--- config.mk ---
export PLATFORM = sky130hd
export DESIGN_NAME = ehps_mod_stage
export DESIGN_NICKNAME = d
export VERILOG_FILES = /design/src/hdl/ehps_pkg.sv /design/src/hdl/ehps_mod_stage.sv
export SDC_FILE = /design/constraint.sdc
export NUM_CORES = 1
export LEC_CHECK = 0
export BUFFER_PORTS_ARGS = -buffer_cell sky130_fd_sc_hd__buf_4
export CAP_MARGIN = 5
export CORE_MARGIN = 2
export CORE_UTILIZATION = 40
export CTS_CLUSTER_DIAMETER = 200
export DETAILED_ROUTE_END_ITERATION = 10
export GPL_ROUTABILITY_DRIVEN = 0
export PLACE_DENSITY = 0.73
export SLEW_MARGIN = 20
export SYNTH_ARGS = -nofsm -noshare
export SYNTH_HDL_FRONTEND = slang
export SYNTH_SLANG_ARGS = --single-unit
--- constraint.sdc ---
create_clock -name clk -period 0.8 [get_ports clk]
set_input_delay 0.16 -clock clk [delete_from_list [all_inputs] [get_ports clk]]
set_output_delay 0.16 -clock clk [all_outputs]
set_load 0.05 [all_outputs]
--- src/hdl/ehps_pkg.sv ---
// ---------------------------------------------------------------------------
// ecmp hash path select package
// Item types for the flow key and result channels, the remainder pipeline
// payload, and the fixed hash and protocol constants.
// ---------------------------------------------------------------------------
package ehps_pkg;

	// flow key item, one packet header
	typedef struct packed {
		logic [31:0] src_addr;
		logic [31:0] dst_addr;
		logic [7:0]  protocol;
		logic [15:0] src_port;
		logic [15:0] dst_port;
		logic [6:0]  path_count;
	} key_t;

	// result item
	typedef struct packed {
		logic [31:0] flow_hash;
		logic [5:0]  path_index;
		logic        no_route;
	} res_t;

	// payload of the remainder stages
	typedef struct packed {
		logic [31:0] hash;
		logic [6:0]  rem;
		logic [6:0]  cnt;
	} mod_t;

	// remainder pipeline shape: hash bits consumed per stage and stage count
	localparam int unsigned MOD_BITS   = 8;
	localparam int unsigned MOD_STAGES = 32 / MOD_BITS;

	// murmur3 x86_32 constants
	localparam logic [31:0] C1        = 32'hcc9e2d51;
	localparam logic [31:0] C2        = 32'h1b873593;
	localparam logic [31:0] MIX_ADD   = 32'he6546b64;
	localparam logic [31:0] F1        = 32'h85ebca6b;
	localparam logic [31:0] F2        = 32'hc2b2ae35;
	localparam logic [31:0] KEY_BYTES = 32'd12;

	// protocols whose headers carry ports
	localparam logic [7:0] PROTO_TCP      = 8'h06;
	localparam logic [7:0] PROTO_UDP      = 8'h11;
	localparam logic [7:0] PROTO_PORTS_FC = 8'hFC;
	localparam logic [7:0] PROTO_PORTS_FD = 8'hFD;

endpackage

--- src/hdl/ehps_mod_stage.sv ---
// ---------------------------------------------------------------------------
// ecmp hash path select remainder stage
// One register stage of the restoring remainder: folds MOD_BITS hash bits,
// most significant first, into the running remainder by the path count.
// ---------------------------------------------------------------------------
module ehps_mod_stage
	import ehps_pkg::*;
#(
	parameter int SLICE = 0
) (
	input  logic clk,
	input  logic arst_n,
	input  logic load,
	input  logic prev_valid,
	input  mod_t prev,
	output logic valid_s1,
	output mod_t data_s1
);

	localparam int LoBit = 32 - MOD_BITS * (SLICE + 1);

	mod_t next;

	// eight shift and conditional subtract steps on the narrow remainder
	always_comb begin
		logic [7:0] t;
		logic [6:0] r;
		r = prev.rem;
		for (int i = MOD_BITS - 1; i >= 0; i--) begin
			t = {r, prev.hash[LoBit + i]};
			if (t >= {1'b0, prev.cnt}) begin
				t = t - {1'b0, prev.cnt};
			end
			r = t[6:0];
		end
		next      = prev;
		next.rem  = r;
	end

	// stage valid
	always_ff @(posedge clk or negedge arst_n) begin
		if (!arst_n) begin
			valid_s1 <= 1'b0;
		end else if (load) begin
			valid_s1 <= prev_valid;
		end
	end

	// stage payload
	always_ff @(posedge clk) begin
		if (load && prev_valid) begin
			data_s1 <= next;
		end
	end

endmodule

# Yosys cells after proc, flatten, opt, wreduce, memory -nomap -nowiden
# Cells that the tools add are included.
[word_totals]
ff_bits = 47
inputBits = 50
out_inout_bits = 47
wordCells = 29
[op_classes]
add_sub_neg = 8
n_lt_le_gt_ge = 8
mux = 8
reduce_logical = 1
[op_table]
columns = ["op", "n"]
rows = [
  ["$ge A8 B7 Y1", 8],
  ["$mux W7", 8],
  ["$sub A7 B7 Y7", 8],
  ["$logic_and A1 B1 Y1", 1],
]

# Logic depth before layout (Yosys ltp)
[depth]
word_depth = 16
ltp_mapped = 78
ltp_nobuf = 74

# Least setup slack after synthesis
# No wires, ideal clock.
[synth_timing]
path_type = "input to register"
start = "input port prev[5] in the netlist's numbering"
end = "register data_s1[10] in the netlist's numbering, data pin"
setup_time_ps = 260
arrival_ps = 14898
required_time_ps = 540
path_slack_ps = -14358
path_stages = 72
path_buffers = 3
cell_sequence = "inv_1 -> ha_1 -> buf_6 -> a21o_1 -> a211oi_4 -> and2_1 -> mux2_2 -> ha_1 -> nor2b_1 -> a311o_1 -> a211o_1 -> a211o_2 -> buf_6 -> o21ai_0 -> fa_1 -> nor2b_1 -> o31a_1 -> o31a_1 -> (+36 left out) -> nand2b_1 -> and2_1 -> o21a_1 -> nor2_1 -> o21ai_0 -> a21oi_1 -> inv_1 -> a211oi_4 -> mux2i_1 -> fa_1 -> a21o_1 -> a21oi_1 -> o21bai_1 -> a21oi_1 -> o21ai_0 -> a221oi_2 -> o221ai_4 -> mux2_2"
[synth_lines]
columns = ["element", "line_no", "text"]
rows = [
  ["start, declared", "ehps_mod_stage.sv:15", "input mod_t prev,"],
  ["end signal, assigned", "ehps_mod_stage.sv:52", "data_s1 <= next;"],
  ["end, declared", "ehps_mod_stage.sv:17", "output mod_t data_s1"],
]

==> run metrics <==
Max-slew headroom 60.0%; Worst Setup Start Kind input port; violated checks setup timing; run status finished with violations; Netlist cell types 65; # IOs 97; number of antenna violations at the first check in global routing 0; worst path required time 0.83 ns; Worst Tran Pin Value 0.595 ns; Final WS setup -13.83 ns; fin crit share 1830%; max-slew violation count 0; DR WL/cell 21.2 um; gr ovfl total 0; top cell type's share of synthesized area 30.2%; Gate Count Post-Synth 443; Post-synth ARST share 2.13%; hold crit path type in -> reg; port buffer count 96; CP Max Fanout 7; worst-skew pair later-pin latency 0.28 ns; WP data arrival 14.66 ns; Die W 111 um; Hold Vio Cnt, Final 0; global-route wire length before repair 26600 um; # setup viols final 55; Worst Reg-to-Reg Cells 2; R2R Path End valid_s1; Seq/Total Area, Yosys 30.8%; Synth Net Count 557; htree depth 2; hpwl dp 12000 um; reg-to-reg slack, setup -0.12 ns; setup TNS -106.25 ns; Post-Route Skew 0 ns; Clock Sinks 47; number of synthesized flops with an enable pin 46; slowest CP cell and4b_4; Initial DRC Count 433; delay-heaviest family, CP compound AO/OA/AOI/OAI gates; Critical Path Max Stage Delay 0.41 ns; crit path buf inv count 4; #FFs+latches synth 47; cell depth of the worst setup path 70; CORE AREA 0.0113 mm2; RSZ-0062 raised after global routing yes; WHS 0.0456 ns; Final min period 14.63 ns; area delta synth->final 79.0%; mapped cell area 0.00457 mm2; Syn Area/Cell 10.3 um2; Worst Setup EP data_s1[8]; clock transition at the registers of the reported paths 0.07 ns; CTS Root Cell clkbuf_16; number of max-cap violations 0; Finished Cell Area 0.00818 mm2; vias in the first global route 5411; Critical R2R Launch valid_s1; DP Area 0.00692 mm2; # DRC 0; top_reg_cell synth edfxtp_1; DR vias 5380; vias per inst 5.84; hold path start prev[24]; Inserted Clock Buffers 5; Worst setup EP type flip-flop; FP Rows 39; leading area contributor after synthesis edfxtp_1; most frequent CP cell o21ai_2; critical path type in -> reg; Initial DRT Pass Iterations 7; fraction of layout instances using a drive strength above 1 59.4%; CTS tree yes; die height 111 um; GRT Resource Usage Total 26.9%; Post-Route WL 19500 um; nets 891; Longest Clk Path Bufs 2; largest net degree at the start of global routing 17; antenna-violating nets left 0; # diodes 0; fmax 68.4 MHz; Initial Util 40.5%; Critical Path Source prev[5]; largest cells by area after synthesis edfxtp_1 (30%), ha_1 (15%), mux2_2 (6.2%); die area 0.0123 mm2; YS warnings 0
==> cell type report <==
cell class	count	area, um2
clock buffer	5	125
fill	661	3090
sequential	47	1410
clock inverter	3	46.3
timing repair buffer	332	2740
multi-input combinational	349	3520
inverter	42	165
tap	143	179
==> kinds of logic (layout without fill, tap and decap cells) <==
family | count (synthesis) | in the layout | synth area share (%)
AO/OA/AOI/OAI | 115 | 115 | 19.1
XOR/XNOR | 31 | 31 | 5.94
adder cells (fa/ha/maj) | 64 | 64 | 18.8
buffers and inverters | 47 | 382 | 4.24
flip-flops | 47 | 47 | 30.8
multiplexers | 38 | 38 | 9.12
AND/OR/NAND/NOR | 101 | 101 | 12.0
==> cell usage in the layout, fill, tap and decap left out, types with 4 or more instances in the layout <==
cell type | netlist | layout
nor2_1 | 17 | 12
and2_4 | 1 | 6
xnor2_1 | 20 | 20
clkbuf_16 | 0 | 5
a21oi_2 | 0 | 9
inv_2 | 0 | 4
mux2i_4 | 0 | 4
nor2_2 | 0 | 4
ha_4 | 0 | 18
mux2i_2 | 0 | 5
nand3_1 | 8 | 7
inv_1 | 42 | 36
a21oi_1 | 28 | 19
nor2b_1 | 11 | 6
nand2_1 | 18 | 16
nor3_1 | 6 | 6
fa_2 | 0 | 7
o21ai_2 | 0 | 7
xor2_1 | 11 | 11
mux2_4 | 1 | 10
o21ai_0 | 20 | 9
buf_4 | 0 | 274
nand2b_1 | 9 | 9
a21o_1 | 14 | 14
nand4_1 | 8 | 8
nor3b_1 | 4 | 4
buf_6 | 2 | 53
o21ai_1 | 1 | 5
nor2b_4 | 0 | 5
ha_1 | 56 | 37
edfxtp_1 | 46 | 46
mux2_2 | 25 | 16
o21bai_1 | 5 | 4
o21a_1 | 6 | 6
==> flip-flops by register name, indices dropped and copies added (netlist names) <==
| name | flops |
|---|---|
| data_s1 | 46 |
| valid_s1 | 1 |
==> synthesized netlist by cell type, types with 2 or more instances <==
master and number:
o311ai_1 2, a211oi_4 2, a311oi_1 2, buf_2 2
o31a_1 3, a2111o_1 2, o311a_1 2, edfxtp_1 46
o21a_1 6, a21boi_0 3, o2111ai_1 3, xor2_1 11
nor2b_1 11, a211o_1 3, or3_1 3, mux2_2 25
fa_1 8, nand2_1 18, ha_1 56, inv_1 42
a31oi_1 2, o21bai_1 5, o211ai_1 2, xnor2_1 20
mux2i_1 12, nand4_1 8, buf_6 2, nor2_1 17
nor3_1 6, o21ai_0 20, nor3b_1 4, a211oi_2 2
and2_1 5, a21oi_1 28, nand2b_1 9, and3_1 2
nand3_1 8, a21o_1 14
==> worst min path at each step <==
stage | end | cells after the start
after floorplan | valid_s1 | 0
after global placement | valid_s1 | 1
after detailed placement | valid_s1 | 1
after CTS | data_s1[30] | 1
after global routing | data_s1[25] | 1
final | data_s1[24] | 1
==> what timing repair did <==
action / CTS / global route
pin swaps: 38 / 26
resized for setup: 86 / 56
endpoints found under the hold margin: 1 / 0
endpoints found under the setup margin: 54 / 55
gates cloned: 0 / 0
hold buffers: 1 / 0
buffers inserted: 41 / 16
==> stage by stage <==
step	setup WS [ns]	std cells	util (%)
after floorplan	-13.55	443	-
after global routing	-14.32	921	72.6
after global placement	-13.10	855	61.3
after detailed placement	-13.71	855	61.3
final	-13.83	921	72.6
after CTS	-13.02	905	69.0
==> routing by layer <==
layer | vias up | GRT usage [%] | wire length, um
met1 | 2552 | 28.2 | 6660
met2 | 353 | 50.8 | 9980
met4 | 0 | 15.6 | 1580
met5 | - | 0 | 0
met3 | 142 | 3.83 | 1330
li1 | 2333 | - | -
Power is left out: the tool's default activity adds up to more than one toggle a clock period on the data nets, which glitch-free logic cannot reach.
